File: config.mk
export PLATFORM = sky130hd
export DESIGN_NAME = rdmc_csr
export DESIGN_NICKNAME = d
export VERILOG_FILES = /design/src/hdl/rdmc_pkg.sv /design/src/hdl/rdmc_csr.sv
export SDC_FILE = /design/constraint.sdc
export NUM_CORES = 1
export LEC_CHECK = 0
export BUFFER_PORTS_ARGS = -buffer_cell sky130_fd_sc_hd__buf_2
export CAP_MARGIN = 20
export CORE_UTILIZATION = 36
export CTS_CLUSTER_DIAMETER = 50
export DETAILED_ROUTE_END_ITERATION = 6
export GPL_ROUTABILITY_DRIVEN = 0
export GPL_TIMING_DRIVEN = 0
export PLACE_DENSITY = 0.79
export SYNTH_ARGS = -nofsm -noshare
export SYNTH_HDL_FRONTEND = slang
export SYNTH_SLANG_ARGS = --single-unit
File: constraint.sdc
create_clock -name clock -period 1.1 [get_ports clock]
set_input_delay 0.33 -clock clock [delete_from_list [all_inputs] [get_ports clock]]
set_output_delay 0.33 -clock clock [all_outputs]
set_load 0.01 [all_outputs]
File: src/hdl/rdmc_pkg.sv
// Shared types, sizes and helper functions for the maze carver.
// Used by every module of the carver; depends on nothing else.
`timescale 1ns / 1ps

package rdmc_pkg;

   // grid limits
   localparam int MAX_ROWS    = 64;
   localparam int MAX_COLS    = 64;
   localparam int CELL_COUNT  = MAX_ROWS * MAX_COLS;
   localparam int ROW_W       = $clog2(MAX_ROWS);
   localparam int COL_W       = $clog2(MAX_COLS);
   localparam int CELL_W      = ROW_W + COL_W;
   localparam int DEPTH_W     = $clog2(CELL_COUNT + 1);
   localparam int COORD_MAX_W = (ROW_W > COL_W) ? ROW_W : COL_W;

   // field widths
   localparam int CFG_W       = 7;
   localparam int SIZE_W      = (COORD_MAX_W + 1 > CFG_W) ? COORD_MAX_W + 1 : CFG_W;
   localparam int RND_W       = 16;
   localparam int OUT_COORD_W = 6;
   localparam int DIR_W       = 2;
   localparam int RSP_FIELD_W = 2 * OUT_COORD_W + DIR_W;
   localparam int RSP_DATA_W  = ((RSP_FIELD_W + 7) / 8) * 8;
   localparam int CSR_ADDR_W  = 3;
   localparam int CSR_DATA_W  = 32;

   // opcodes
   localparam logic OP_STEP    = 1'b0;
   localparam logic OP_RESTART = 1'b1;

   // register indexes (address bit 2)
   localparam logic REG_ROWS = 1'b0;
   localparam logic REG_COLS = 1'b1;

   localparam logic [CFG_W-1:0] ROWS_RESET = CFG_W'(8);
   localparam logic [CFG_W-1:0] COLS_RESET = CFG_W'(8);

   typedef enum logic [DIR_W-1:0] {
      DIR_NORTH = 2'd0,
      DIR_SOUTH = 2'd1,
      DIR_WEST  = 2'd2,
      DIR_EAST  = 2'd3
   } dir_type;

   typedef enum logic [2:0] {
      ST_IDLE,
      ST_CLEAR,
      ST_TOP,
      ST_NBR,
      ST_EVAL,
      ST_COMMIT,
      ST_OUT
   } state_type;

   typedef struct packed {
      logic accept;    // latch item, reset per-item state
      logic rd_top;    // read stack top
      logic rd_nbr;    // latch top cell, read north and south rows
      logic rd_cur;    // latch neighbor rows, read the cell's own row
      logic eval;      // pick direction, build row write data
      logic commit;    // push or pop, write visited row
      logic clr_step;  // clear one visited row
      logic out_load;  // move result into the output register
   } cmd_type;

   typedef struct packed {
      logic stack_empty;
      logic clr_last;
      logic out_free;
   } status_type;

   // register value 0 counts as 1, above the limit counts as the limit
   function automatic logic [SIZE_W-1:0] used_size(input logic [CFG_W-1:0] reg_v,
                                                   input int limit);
      logic [SIZE_W-1:0] v;
      v = SIZE_W'(reg_v);
      if (v == '0)
         return SIZE_W'(1);
      if (v > SIZE_W'(limit))
         return SIZE_W'(limit);
      return v;
   endfunction

   // 4 and 16 are both 1 mod 3, so digit sums fold the value down
   function automatic logic [1:0] mod3_16(input logic [RND_W-1:0] v);
      logic [4:0] s1;
      logic [2:0] s2;
      logic [2:0] s3;
      logic [1:0] res;
      s1 = '0;
      for (int i = 0; i < RND_W / 2; i++)
         s1 = s1 + 5'(v[2*i +: 2]);
      s2 = 3'(s1[1:0]) + 3'(s1[3:2]) + 3'(s1[4]);
      s3 = 3'(s2[1:0]) + 3'(s2[2]);
      case (s3)
         3'd3:    res = 2'd0;
         3'd4:    res = 2'd1;
         default: res = s3[1:0];
      endcase
      return res;
   endfunction

   // k-th set bit of the candidate mask, north first
   function automatic dir_type pick_dir(input logic [3:0] mask, input logic [1:0] k);
      logic [1:0] seen;
      dir_type    d;
      seen = '0;
      d    = DIR_NORTH;
      for (int i = 0; i < 4; i++) begin
         if (mask[i]) begin
            if (seen == k)
               d = dir_type'(2'(i));
            seen = seen + 2'd1;
         end
      end
      return d;
   endfunction

endpackage

File: src/hdl/rdmc_csr.sv
// Configuration registers (grid rows and columns) behind an APB-style port.
// Depends on rdmc_pkg.
`timescale 1ns / 1ps

module rdmc_csr
   import rdmc_pkg::*;
(
   input  logic                  clock,
   input  logic                  reset,
   input  logic                  csr_psel,
   input  logic                  csr_penable,
   input  logic                  csr_pwrite,
   input  logic [CSR_ADDR_W-1:0] csr_paddr,
   input  logic [CSR_DATA_W-1:0] csr_pwdata,
   output logic [CSR_DATA_W-1:0] csr_prdata,
   output logic                  csr_pready,
   output logic [CFG_W-1:0]      grid_rows,
   output logic [CFG_W-1:0]      grid_cols
);

   logic [CFG_W-1:0] rows_ff, rows_in;
   logic [CFG_W-1:0] cols_ff, cols_in;
   logic             wr_en;

   assign csr_pready = 1'b1;
   assign wr_en      = csr_psel && csr_penable && csr_pwrite && csr_pready;

   always_comb begin
      rows_in = rows_ff;
      cols_in = cols_ff;
      if (wr_en) begin
         if (csr_paddr[2] == REG_ROWS)
            rows_in = csr_pwdata[CFG_W-1:0];
         else
            cols_in = csr_pwdata[CFG_W-1:0];
      end
   end

   always_ff @(posedge clock) begin
      if (reset) begin
         rows_ff <= ROWS_RESET;
         cols_ff <= COLS_RESET;
      end else begin
         rows_ff <= rows_in;
         cols_ff <= cols_in;
      end
   end

   always_comb begin
      if (csr_paddr[2] == REG_COLS)
         csr_prdata = CSR_DATA_W'(cols_ff);
      else
         csr_prdata = CSR_DATA_W'(rows_ff);
   end

   assign grid_rows = rows_ff;
   assign grid_cols = cols_ff;

endmodule

## Word-level counts from Yosys, hierarchy flattened

Index checks and enable logic that the tools add are counted.

| word-level totals | value |
|---|---|
| bits in registers | 14 |
| logic and storage cells | 8 |

| operators by class | value |
|---|---|
| reduce and logical (&&, ||, !) cells | 4 |
| mux-type cells | 1 |
| bitwise operators | 1 |

Operators with widths:

| kind | count |
|---|---|
| $mux W7 | 1 |
| $reduce_and A2 Y1 | 2 |
| $logic_and A1 B1 Y1 | 2 |
| $not A1 Y1 | 1 |

## Longest topological paths before layout

| logic depth | value |
|---|---|
| word-level depth | 3 |
| mapped depth | 4 |
| mapped depth without buffers | 2 |

## Worst setup path after synthesis

Ideal clock, no wire load.

| path | value |
|---|---|
| path kind | input to output |
| from | input csr_paddr[2] |
| to | output csr_prdata[0] |
| buffers on the path | 1 |
| data required time | 0.770 ns |
| cell stages on the path | 2 |
| path slack | -0.019 ns |
| arrival time | 0.789 ns |
| cells stage by stage | buf_6 mux2_2 |

| between the ends | value |
|---|---|
| word-level cells in the longest chain between the ends | 1 |

Ends and longest elaborated chain:

| item | RTL line | RTL |
|---|---|---|
| start, declared | rdmc_csr.sv:13 | `input logic [CSR_ADDR_W-1:0] csr_paddr,` |
| $mux W7 | rdmc_csr.sv:50 | `if (csr_paddr[2] == REG_COLS)` |
| end, declared | rdmc_csr.sv:15 | `output logic [CSR_DATA_W-1:0] csr_prdata,` |

Every way passes these cells.

## Final worst setup path

| path | value |
|---|---|
| from | register rows_ff[4], in the netlist grid_rows[4] |
| to | output csr_prdata[4] |

| between the ends | value |
|---|---|
| word-level cells in the longest chain between the ends | 1 |

Ends and longest elaborated chain:

| item | RTL line | RTL |
|---|---|---|
| start, declared | rdmc_csr.sv:21 | `logic [CFG_W-1:0] rows_ff, rows_in;` |
| start signal, assigned | rdmc_csr.sv:44 | `rows_ff <= rows_in;` |
| $mux W7 | rdmc_csr.sv:50 |  |

Every way passes these cells.

==> summary.txt <==
Run
  – Number of max-cap violations: 0

Drt
  – Avg Vias per Cell: approximately 4
  – DRC: 0
  – Antenna-violating nets left: 0
  – DRT Pass-1 Iters: 4
  – DRT Wirelength: about 2100 um
  – Initial detailed-routing violation count: 2
  – Wirelength per Cell: 10.5 um
  – Vias: approximately 780

Clock network
  – Hold-fix buffers, CTS: 0
  – Clock Pin Slew Worst Setup and Hold Paths: roughly 0.09 ns
  – Worst-skew pair later-pin latency: between 0.2 and 0.3 ns
  – Clk sinks: 14
  – TritonCTS Buffers: 3
  – CTS tree: built
  – CTS max path bufs: 2
  – H-tree Lvls: 1
  – Clock root buffer master: clkbuf_4

Final layout
  – Final nets: 210
  – Ant diodes: 0
  – Multi-input combinational cell area: just under 500 um^2
  – FF/Latch Area: 298 um^2
  – Layout Utilization: 67.7%
  – Layout cells sized above 1: ~62%
  – Synth-to-Final Area Change: 71.2%
  – Non-Filler Instances: a little under 200
  – Fill cells: between 150 and 200

Pwr
  – Worst vdd ir: ~0.00064 V
  – P_leak: between 0.8 and 0.9 nW
  – Pwr Total: about 1.1 mW
  – Power density over the cells: between 700 and 800 nW/um^2

Min path
  – Hold Path Class: input port to flop

Setup path
  – Critical-path cell list: mux2_4, buf_6
  – CP Launch Type: flop
  – WP data arrival: 1.00 ns
  – Crit path max-delay cell type: dfxtp_2
  – CP required: approximately 0.77 ns
  – Reg2reg setup slack: 0.19 ns
  – Crit Path Category: flop to output port
  – Bufs and invs on worst path: 1
  – Endpoint class of the critical path: output port
  – Delay of the slowest critical-path stage: 0.33 ns
  – Family with the most delay on the worst path: flip-flops
  – Crit path max fanout: 2

Die
  – Placeable Area: 2280 um^2
  – Die height: around 52 um
  – Starting Density: about two fifths
  – Die Area: around 2700 um^2
  – DIE WIDTH: a little over 50 um
  – Top Ports: a little under 90
  – Site Rows: 17

Global routing
  – Initial antenna violation count: 0
  – Pin count of the biggest net entering global routing: 11
  – GRT Total Usage: between 15 and 20%
  – Vias in the first global route: approximately 700
  – Gr ovfl total: 0
  – First-pass GRT wire length: about 3100 um

Placed design
  – PortBufs: 32
  – Post-Place Cells: about 180
  – Post-detail-place hpwl: roughly 1300 um

STA
  – Tcrit/Tclk final: 121%
  – RSZ-0062 raised after global routing: true
  – Fin worst setup slack: -0.226 ns
  – Count of final setup violators: 21
  – Final max-slew violation count: 0
  – Maximum clock rate: approximately 750 MHz
  – Clock skew: 0 ns
  – Fin crit period: ~1.3 ns
  – Final hold viol count: 0

Logic synthesis
  – Synth Cell Area: between 800 and 900 um^2
  – #FFs+latches synth: 14
  – Yosys warns: 0
  – Syn Area/Cell: roughly 10 um^2
  – Mapped Cells: a little over 90
  – Netlist cell types: 11
  – Part of the Yosys area used for sequential elements: ~31%

Status
  – Outcome: finished, violations left
  – Failing checks: negative setup slack
==> state kept, by name, indices dropped and copies added, names as in the netlist <==
name	flops
grid_cols	7
grid_rows	7
==> cell usage in the layout, fill, tap and decap left out <==
master | netlist | final
buf_4 | 26 | 37
nand2b_1 | 18 | 18
mux2_4 | 0 | 6
nand4b_4 | 1 | 1
and4_1 | 1 | 1
nor2_1 | 3 | 3
dfxtp_2 | 0 | 14
buf_2 | 0 | 11
conb_1 | 2 | 26
mux2i_1 | 14 | 14
buf_6 | 3 | 31
clkbuf_4 | 0 | 3
clkbuf_1 | 2 | 2
mux2_2 | 7 | 1
==> report_power, final <==
group | internal, mW | switching [mW]
clock | 0.127 | 0.161
combinational | 0.169 | 0.124
sequential | 0.520 | 0.00726
total | 0.815 | 0.292
==> metal layers <==
metal	vias to the layer above	global-route usage [%]	share of wire [%]
met5	-	0	0
met4	0	5.41	0
met3	0	4.09	7.2
met2	37	29.3	53
met1	348	17.9	40
li1	397	-	-
==> area by class of cell <==
type / count / area share [%]
multi-input combinational: 70 / 32.2
timing repair buffer: 50 / 29.4
clock buffer: 3 / 1.46
buffer: 31 / 15.4
tap: 28 / 2.27
sequential: 14 / 19.3
==> stage by stage <==
step	setup slack, ns	instance area [um^2]	setup TNS [ns]	hold slack [ns]
6_report	-0.226	1540	-2.53	0.330
5_1_grt	-0.258	1540	-3.27	0.331
4_1_cts	-0.224	1490	-2.52	0.327
3_5_place_dp	-0.165	1180	-1.13	0.472
3_3_place_gp	-0.165	1180	-1.10	0.467
2_1_floorplan	-0.0186	990	-0.130	0.501
==> cell families after synthesis <==
kind of cell           synth area share (%)
buffers and inverters                  26.3
DFF                                    31.2
muxes                                  24.3
other                                 0.835
and+or+nand+nor                        17.4
==> cell usage after synthesis <==
cell       n  area share [%]
nand4b_4   1             2.6
conb_1     2            0.83
nor2_1     3             1.3
buf_4     26              22
clkbuf_1   2            0.83
and4_1     1            0.97
buf_6      3             3.8
mux2i_1   14              16
dfxtp_1   14              31
nand2b_1  18              13
mux2_2     7             8.8
==> worst min-delay path: cells and delay by family <==
family | cells | cell delay [ns]
buf+inv | 1 | 0.10
simple gates | 1 | 0.07
mux | 1 | 0.07
==> repair_timing <==
item                       4_1_cts  5_1_grt
pin swaps                        0        0
hold endpoints to repair         0        0
gates resized for setup         42        9
setup endpoints to repair       19       21
buffers inserted                14        7
==> final timing paths <==
path / from / to / cells after the start
max reg2reg: grid_rows[0]$_SDFFE_PP0P_ / grid_rows[0]$_SDFFE_PP0P_ / 5
max: grid_rows[4]$_SDFFE_PP0P_ / csr_prdata[4] / 2
min: csr_pwdata[1] / grid_cols[1]$_SDFFE_PP0P_ / 3
min reg2reg: grid_cols[6]$_SDFFE_PP0P_ / grid_cols[6]$_SDFFE_PP0P_ / 3
Power figures use the tool's default switching activity.
