==> src/hdl/rdmc_pkg.sv <==
// Shared types, sizes and helper functions for the maze carver.
// Used by every module of the carver; depends on nothing else.
`timescale 1ns / 1ps

package rdmc_pkg;

   // grid limits
   localparam int MAX_ROWS    = 64;
   localparam int MAX_COLS    = 64;
   localparam int CELL_COUNT  = MAX_ROWS * MAX_COLS;
   localparam int ROW_W       = $clog2(MAX_ROWS);
   localparam int COL_W       = $clog2(MAX_COLS);
   localparam int CELL_W      = ROW_W + COL_W;
   localparam int DEPTH_W     = $clog2(CELL_COUNT + 1);
   localparam int COORD_MAX_W = (ROW_W > COL_W) ? ROW_W : COL_W;

   // field widths
   localparam int CFG_W       = 7;
   localparam int SIZE_W      = (COORD_MAX_W + 1 > CFG_W) ? COORD_MAX_W + 1 : CFG_W;
   localparam int RND_W       = 16;
   localparam int OUT_COORD_W = 6;
   localparam int DIR_W       = 2;
   localparam int RSP_FIELD_W = 2 * OUT_COORD_W + DIR_W;
   localparam int RSP_DATA_W  = ((RSP_FIELD_W + 7) / 8) * 8;
   localparam int CSR_ADDR_W  = 3;
   localparam int CSR_DATA_W  = 32;

   // opcodes
   localparam logic OP_STEP    = 1'b0;
   localparam logic OP_RESTART = 1'b1;

   // register indexes (address bit 2)
   localparam logic REG_ROWS = 1'b0;
   localparam logic REG_COLS = 1'b1;

   localparam logic [CFG_W-1:0] ROWS_RESET = CFG_W'(8);
   localparam logic [CFG_W-1:0] COLS_RESET = CFG_W'(8);

   typedef enum logic [DIR_W-1:0] {
      DIR_NORTH = 2'd0,
      DIR_SOUTH = 2'd1,
      DIR_WEST  = 2'd2,
      DIR_EAST  = 2'd3
   } dir_type;

   typedef enum logic [2:0] {
      ST_IDLE,
      ST_CLEAR,
      ST_TOP,
      ST_NBR,
      ST_EVAL,
      ST_COMMIT,
      ST_OUT
   } state_type;

   typedef struct packed {
      logic accept;    // latch item, reset per-item state
      logic rd_top;    // read stack top
      logic rd_nbr;    // latch top cell, read north and south rows
      logic rd_cur;    // latch neighbor rows, read the cell's own row
      logic eval;      // pick direction, build row write data
      logic commit;    // push or pop, write visited row
      logic clr_step;  // clear one visited row
      logic out_load;  // move result into the output register
   } cmd_type;

   typedef struct packed {
      logic stack_empty;
      logic clr_last;
      logic out_free;
   } status_type;

   // register value 0 counts as 1, above the limit counts as the limit
   function automatic logic [SIZE_W-1:0] used_size(input logic [CFG_W-1:0] reg_v,
                                                   input int limit);
      logic [SIZE_W-1:0] v;
      v = SIZE_W'(reg_v);
      if (v == '0)
         return SIZE_W'(1);
      if (v > SIZE_W'(limit))
         return SIZE_W'(limit);
      return v;
   endfunction

   // 4 and 16 are both 1 mod 3, so digit sums fold the value down
   function automatic logic [1:0] mod3_16(input logic [RND_W-1:0] v);
      logic [4:0] s1;
      logic [2:0] s2;
      logic [2:0] s3;
      logic [1:0] res;
      s1 = '0;
      for (int i = 0; i < RND_W / 2; i++)
         s1 = s1 + 5'(v[2*i +: 2]);
      s2 = 3'(s1[1:0]) + 3'(s1[3:2]) + 3'(s1[4]);
      s3 = 3'(s2[1:0]) + 3'(s2[2]);
      case (s3)
         3'd3:    res = 2'd0;
         3'd4:    res = 2'd1;
         default: res = s3[1:0];
      endcase
      return res;
   endfunction

   // k-th set bit of the candidate mask, north first
   function automatic dir_type pick_dir(input logic [3:0] mask, input logic [1:0] k);
      logic [1:0] seen;
      dir_type    d;
      seen = '0;
      d    = DIR_NORTH;
      for (int i = 0; i < 4; i++) begin
         if (mask[i]) begin
            if (seen == k)
               d = dir_type'(2'(i));
            seen = seen + 2'd1;
         end
      end
      return d;
   endfunction

endpackage

==> src/hdl/rdmc_ctrl.sv <==
// Sequencer: steps each item through stack read, row reads, evaluation,
// commit and result hand-off, or row clearing for a restart. Uses rdmc_pkg.
`timescale 1ns / 1ps

module rdmc_ctrl
   import rdmc_pkg::*;
(
   input  logic       clock,
   input  logic       reset,
   input  logic       req_tvalid,
   input  logic       req_opcode,
   output logic       req_tready,
   input  status_type status,
   output cmd_type    cmd
);

   state_type state_ff, state_in;

   always_comb begin
      state_in = state_ff;
      case (state_ff)
         ST_IDLE: begin
            if (req_tvalid) begin
               if (req_opcode == OP_RESTART)
                  state_in = ST_CLEAR;
               else if (status.stack_empty)
                  state_in = ST_OUT;
               else
                  state_in = ST_TOP;
            end
         end
         ST_CLEAR: begin
            if (status.clr_last)
               state_in = ST_OUT;
         end
         ST_TOP:    state_in = ST_NBR;
         ST_NBR:    state_in = ST_EVAL;
         ST_EVAL:   state_in = ST_COMMIT;
         ST_COMMIT: state_in = ST_OUT;
         ST_OUT: begin
            if (status.out_free)
               state_in = ST_IDLE;
         end
         default:   state_in = ST_IDLE;
      endcase
   end

   always_comb begin
      cmd        = '0;
      req_tready = 1'b0;
      case (state_ff)
         ST_IDLE: begin
            req_tready = 1'b1;
            cmd.accept = req_tvalid;
            cmd.rd_top = req_tvalid && (req_opcode == OP_STEP) && !status.stack_empty;
         end
         ST_CLEAR:  cmd.clr_step = 1'b1;
         ST_TOP:    cmd.rd_nbr   = 1'b1;
         ST_NBR:    cmd.rd_cur   = 1'b1;
         ST_EVAL:   cmd.eval     = 1'b1;
         ST_COMMIT: cmd.commit   = 1'b1;
         ST_OUT:    cmd.out_load = status.out_free;
         default:   cmd          = '0;
      endcase
   end

   always_ff @(posedge clock) begin
      if (reset)
         state_ff <= ST_IDLE;
      else
         state_ff <= state_in;
   end

endmodule

==> config.mk <==
export PLATFORM = sky130hd
export DESIGN_NAME = rdmc_ctrl
export DESIGN_NICKNAME = d
export VERILOG_FILES = /design/src/hdl/rdmc_pkg.sv /design/src/hdl/rdmc_ctrl.sv
export SDC_FILE = /design/constraint.sdc
export NUM_CORES = 1
export LEC_CHECK = 0
export ABC_AREA = 1
export ABC_CLOCK_PERIOD_IN_PS = 1160
export CAP_MARGIN = 20
export CORE_AREA = 2 2 39 41
export DETAILED_ROUTE_END_ITERATION = 10
export DIE_AREA = 0 0 41 43
export DONT_BUFFER_PORTS = 1
export GPL_ROUTABILITY_DRIVEN = 0
export GPL_TIMING_DRIVEN = 0
export PLACE_DENSITY = 0.35
export REMOVE_ABC_BUFFERS = 1
export SYNTH_ARGS = -nofsm -noshare
export SYNTH_HDL_FRONTEND = slang
export SYNTH_SLANG_ARGS = --single-unit
==> constraint.sdc <==
create_clock -name clock -period 1.16 [get_ports clock]
set_clock_uncertainty 0.05 [all_clocks]
set_input_delay 0.232 -clock clock [delete_from_list [all_inputs] [get_ports clock]]
set_output_delay 0.232 -clock clock [all_outputs]
set_load 0.02 [all_outputs]
# --- Yosys cells after proc, flatten, opt, wreduce, memory -nomap -nowiden ---
# Cells that the tools add are included.
classes:
  bitwise: 1
  eq_ne: 9
  reduce_logical: 5
  muxes: 14
op_table:
  columns: ["operator", "count"]
  rows:
  - ["3-bit case mux with 7 select lines", 1]
  - ["3-bit two-way mux", 5]
  - ["3-bit equality test, second input constant", 3]
  - ["1-bit two-way mux", 7]
  - ["3-bit by 2-bit equality test with 1-bit output, second input constant", 2]
  - ["2-bit != test, second input constant", 3]
  - ["3-bit by 1-bit equality test with 1-bit output, second input constant", 1]
  - ["3-bit logical NOT", 1]
  - ["3-bit AND reduction", 1]
  - ["1-bit logical AND", 2]
  - ["2-bit two-way mux", 1]
  - ["1-bit logical NOT", 1]
  - ["1-bit inverter", 1]
totals:
  word_cells: 30
  output_inout_bits: 9
  inputBits: 7
  register_bits: 3

# --- Longest topological paths before layout ---
# Gate-level depths: netlist of the first run.
logic_depth:
  depth_word: 4
  depth_mapped: 7
  mapped_depth_nobuf: 7

# --- Worst setup path before layout of the first run ---
# No wires, ideal clock.
synth_path:
  path_kind: "reg-to-output"
  start: "register state_ff[2]"
  end: "output cmd[6] (netlist name)"
  stages_incl_launch_ff: 6
  arrival_ps: 1378
  setup_slack_ps: -500
  n_path_buf: 0
  required_time_ps: 878
  cell_sequence: "dfxtp_1 -> inv_1 -> nand2_1 -> nor2_1 -> inv_1 -> nor4_2"
synth_rtl:
  columns: ["element", "line_no", "text"]
  rows:
  - ["start: declaration", "rdmc_ctrl.sv:17", "state_type state_ff, state_in;"]
  - ["start signal: assignment", "rdmc_ctrl.sv:71", "state_ff <= state_in;"]
  - ["end: declaration", "rdmc_ctrl.sv:14", "output cmd_type cmd"]

==> reports/qor.txt, run 1 <==
Status: complete, but fails checks
Violated checks: negative setup slack
Drt first pass iters: 4
Final setup vio count: 11
I/O Pins: 16
Clock buffer count from CTS: 3
Lkg Pwr: 0.265 nW
Post-route cell area: 579 um2
Max Clock Freq: 0.670 GHz
Cell Rows: 14
Post-DRT Antenna Nets: 0
Tmin final: 1.49 ns
CP max stage delay: 0.34 ns
Worst-path clk slew: 0.04 ns
Period utilization: 129%
Commonest non-fill, non-tap cell in the layout: buf_4
Port-buffer cells: 0
CTS sink cnt: 3
Worst skew pair latency: 0.23 ns
Share of cells above drive strength 1: 64.1%
RSZ-0062 raised after global routing: yes
DP Wirelength: 577 um
Slew headroom: 74.6%
Synth cell types: 12
WP buf/inv: 2
Pwr Density: 2910 mW/mm2
Area of the die: 0.00176 mm2
Synthesized area: 262 um2
H-tree levels: 1
Maximum vdd ir drop: 0.000681 V
Final wirelength: 945 um
PnR worst setup slack: -0.332 ns
Pre-CTS setup slack: -0.648 ns
CP delay by family, top: simple AND/OR/NAND/NOR gates
Via density: 4.34
Reg with most FFs: state_ff
Core area: 0.00138 mm2
Crit path launch type: flip-flop
Critical path's slowest cell: dfxtp_4
Setup tns final: -2.51 ns
Clock Tree Root: clkbuf_4
Global-route wire length before repair: 1380 um
Vias in the first global route: 325
Avg WL per Cell: 11.8 um
TritonCTS clock tree: yes
Slew @ Worst Pin: 0.379 ns
Post-Layout Cell Count: 80
Clock Path Buffers: 2
Via count: 347
Critical Path, Cell by Cell: inv_4, nand2_4, nor2_4, inv_2, nor4_4
Mean post-synth cell area: 5.56 um2
Syn-to-layout area delta: 122%
Die Ht: 43 um
CP Capture Type: primary output
Pin count of the biggest net entering global routing: 7
Mapped Cells: 47
Initial Utilization: 18.9%
Area after DPL: 282 um2
Critical path arrival: 1.21 ns
Final Max Slew Viols: 0
Die Width: 41 um
Required @ worst endpoint: 0.88 ns
Worst Path Max Fanout: 2
Final Hold Viols: 0
Yosys reg bits: 3
Commonest cells after routing, fill and taps aside: 9 x buf_4, 8 x nand2_1, 6 x nor2_4
Setup CP Type: reg -> out
Largest register FFs: 3
Ant diodes: 0
Drt drc: 0
Class of the worst hold path: in -> reg
Nets: 72
Max Cap Violations: 0
Initial antenna violation count: 0
Register area share after synthesis: 23.0%
Total Routing Usage GR: 11.6%
Initial DRC Count: 3
Post-Place Cells: 63
Biggest regs: state_ff: 3 flops
Ys Warns: 0
Remaining global-route overflow: 0
-- worst register-to-register path: cells and delay by family (launching register included) --
family | cells | cell delay [ns]
flops | 1 | 0.35
simple gates | 3 | 0.25
compound gates | 1 | 0.19
buf+inv | 3 | 0.42
-- worst paths after layout --
path | slack [ns] | end | cells past startpoint | from
setup reg to reg | -0.20 | state_ff[0] | 7 | state_ff[0]
hold / removal | 0.10 | state_ff[2] | 3 | reset
hold reg to reg | 0.70 | state_ff[1] | 4 | state_ff[1]
setup / recovery | -0.33 | cmd[6] | 5 | state_ff[2]
-- cells by family after synthesis --
group                  count (synthesis)  synth area share [%]
and+or+nand+nor                       31                  53.1
buffers and inverters                 10                  14.4
AOI/OAI and AO/OA                      3                  9.57
DFF                                    3                  23.0
-- layer usage --
metal  up-vias  track usage (%)  part of all wire [%]
li1        180                -                     -
met1       161             12.5                    40
met2         6             18.8                    57
met3         0             7.33                   2.8
met4         0             2.00                     0
met5         -                0                     0
-- cell usage after synthesis --
library cell	count	area, um2
nand2_1	13	48.8
inv_1	10	37.5
nor2_1	9	33.8
nor3_1	4	20.0
dfxtp_1	3	60.1
a31oi_1	2	12.5
a211oi_2	1	12.5
nand2_2	1	6.26
nand3_1	1	5.00
nand4_1	1	6.26
nor2_2	1	6.26
nor4_2	1	12.5
-- cell type report --
type                       count  area, um2
clock buffer                   4       26.3
sequential                     3       71.3
tap                           16       20.0
multi-input combinational     34        290
timing repair buffer          13        124
inverter                      10       47.5
fill                         157        805
-- metrics by stage --
step / hold slack, ns / utilization, % / total power [mW]
floorplan: 0.254 / - / 0.656
global placement: 0.256 / 20.3 / 0.749
detailed placement: 0.258 / 20.3 / 0.746
CTS: 0.00121 / 33.2 / 1.40
global route: 0.0892 / 41.9 / 1.83
finish: 0.102 / 41.9 / 1.69
-- where the power goes --
| group | switching (mW) | internal, mW |
|---|---|---|
| sequential | 0.0996 | 0.172 |
| combinational | 0.701 | 0.536 |
| clock | 0.0515 | 0.129 |
| total | 0.852 | 0.836 |
-- what timing repair did --
action | 4_1_cts | 5_1_grt
buffers inserted | 6 | 6
setup endpoints to repair | 12 | 12
cloned | 0 | 0
endpoints found under the hold margin | 0 | 2
pin swaps | 6 | 7
hold buffers | 0 | 1
gates resized for setup | 32 | 17
No activity file was read; power rests on OpenSTA's default activity.
==> run 2, diff against run 1 <==
Settings changed: PLACE_DENSITY 0.35 to not set, PLACE_DENSITY_LB_ADDON set to 0.2.
==> run 2 against run 1 <==
  * The run still ends with negative setup slack left
  * Die area did not move
  * Worst setup slack got worse by 0.0056 ns
  * Clock power barely moved
  * Register-to-register slack improved by 0.07 ns
  * First-iteration DRC count did not move
  * Combinational power fell by 15%
  * Largest power group unchanged
  * Highest routed layer unchanged
==> reports/qor.txt, run 2 (synthesized netlist as in run 1, its figures left out) <==
Cell Rows: 14 (unchanged)
FF-to-FF Start: state_ff[0]
Multi-input combinational cell area: 273 um2 (-6.0%)
Reg2Reg Setup Slack: -0.13 ns (+0.07 ns)
Die Width: 41 um (unchanged)
Syn-to-layout area delta: 98.1%
WHS Endpoint: state_ff[0]
CP Capture Type: primary output
Setup CP Type: reg -> out
Nets: 69 (-4.2%)
Maximum vdd ir drop: 0.000729 V (+7.0%)
Final setup vio count: 11 (unchanged)
Final wirelength: 901 um (-4.7%)
Drt first pass iters: 4 (unchanged)
Violated checks: negative setup slack
Area of the die: 0.00176 mm2 (unchanged)
Clock buffer count from CTS: 3 (unchanged)
Drt drc: 0 (unchanged)
FF-to-FF End: state_ff[0]
Reg with most FFs: state_ff
Avg WL per Cell: 11.7 um (-0.94%)
Initial antenna violation count: 0 (unchanged)
Worst skew pair latency: 0.23 ns (about the same)
I/O Pins: 16 (unchanged)
Class of the worst hold path: in -> reg
Ant diodes: 0 (unchanged)
Via density: 4.48 (+3.3%)
Final Hold Viols: 0 (unchanged)
Post-DRT Antenna Nets: 0 (unchanged)
Biggest regs: state_ff: 3 flops
Worst hold start: reset
Worst hold path cell count: 1 (-2)
Core area: 0.00138 mm2 (unchanged)
CTS sink cnt: 3 (unchanged)
Reg2Reg Depth: 5 (-2)
Layout fillers: 153 (-2.5%)
Register area: 71.3 um2 (unchanged)
Total Routing Usage GR: 11.3% (-0.30 points)
Pin count of the biggest net entering global routing: 7 (unchanged)
Clock Tree Root: clkbuf_4
Vias in the first global route: 341 (+4.9%)
Lkg Pwr: 0.242 nW (-8.7%)
PnR worst setup slack: -0.337 ns (-0.00560 ns)
Crit path launch type: flip-flop
RSZ-0062 raised after global routing: yes
Final Max Slew Viols: 0 (unchanged)
Global-route wire length before repair: 1320 um (-4.1%)
Power after layout: 1.48 mW (-12%)
Port-buffer cells: 0 (unchanged)
Required @ worst endpoint: 0.88 ns (about the same)
Die Ht: 43 um (unchanged)
Largest register FFs: 3 (unchanged)
Via count: 345 (-0.58%)
Worst Path Max Fanout: 2 (unchanged)
Critical path arrival: 1.22 ns (about the same)
Slew @ Worst Pin: 0.382 ns (+0.00320 ns)
Share of cells above drive strength 1: 60.7% (-3.4 points)
Commonest cells after routing, fill and taps aside: 8 x nand2_1, 7 x buf_4, 6 x nor2_1
Max Cap Violations: 0 (unchanged)
Status: complete, but fails checks
CP Launch Point: state_ff[0]
Pwr Density: 2860 mW/mm2 (-2.0%)
Initial DRC Count: 3 (unchanged)
H-tree levels: 1 (unchanged)
Period utilization: 129% (+0.48 points)
Tmin final: 1.50 ns (+0.00560 ns)
Final hold slack: 0.0170 ns (-0.0854 ns)
Remaining global-route overflow: 0 (unchanged)
Commonest non-fill, non-tap cell in the layout: nand2_1
Worst-path clk slew: 0.03 ns (about the same)
Clock Path Buffers: 2 (unchanged)
Slew headroom: 74.4% (-0.21 points)
TritonCTS clock tree: yes
Initial Utilization: 18.9% (unchanged)
DP Wirelength: 539 um (-6.5%)
Max Clock Freq: 0.668 GHz (-0.37%)
[run 2: worst max-delay path by stage]
stage | endpoint | slack (ns) | cells after the start
2_1_floorplan | cmd[6] | -0.50 | 5
3_3_place_gp | cmd[6] | -0.62 | 5
3_5_place_dp | cmd[6] | -0.62 | 5
4_1_cts | cmd[6] | -0.49 | 5
5_1_grt | cmd[7] | -0.38 | 6
6_report | cmd[7] | -0.34 | 6
[run 2: metrics by stage]
stage | instance area, um2 | util (%) | setup WS, ns | TNS, ns | cells
3_5_place_dp | 282 | 20.3 | -0.624 | -1.98 | 63
3_3_place_gp | 282 | 20.3 | -0.624 | -2.11 | 63
5_1_grt | 518 | 37.4 | -0.383 | -2.36 | 77
4_1_cts | 503 | 36.3 | -0.494 | -2.52 | 77
6_report | 518 | 37.4 | -0.337 | -1.80 | 77
2_1_floorplan | 262 | - | -0.500 | -1.14 | 47
[run 2: critical path: stages, from the launching register on]
cell and delay [ns]:
dfxtp_4 0.34, inv_4 0.06, nand2_4 0.06, nor2_4 0.16, inv_2 0.07, buf_4 0.14
nor2_4 0.15
[run 2: routing by layer]
metal / track usage (%) / share of wire, % / wire length (um)
met1: 11.6 / 36 / 327
met2: 19.7 / 59 / 534
met3: 2.62 / 4.3 / 39
met4: 6.00 / 0 / 0
met5: 0 / 0 / 0
[run 2: area by class of cell]
cell class,count,area share [%]
Multi-Input combinational cell,34,52.7
Tap cell,16,3.86
Timing Repair Buffer,10,16.4
Sequential cell,3,13.8
Clock buffer,4,5.07
Inverter,10,8.21
[run 2: what timing repair did]
item,4_1_cts,5_1_grt
resized for setup,36,4
endpoints found under the setup margin,12,12
hold buffers,0,1
setup buffers,10,0
pin swaps,9,5
hold endpoints to repair,0,1
[run 2: where the power goes]
group | switching (mW) | internal (mW) | total [mW]
Clock | 0.0506 | 0.129 | 0.179
Sequential | 0.0807 | 0.172 | 0.252
Combinational | 0.650 | 0.399 | 1.05
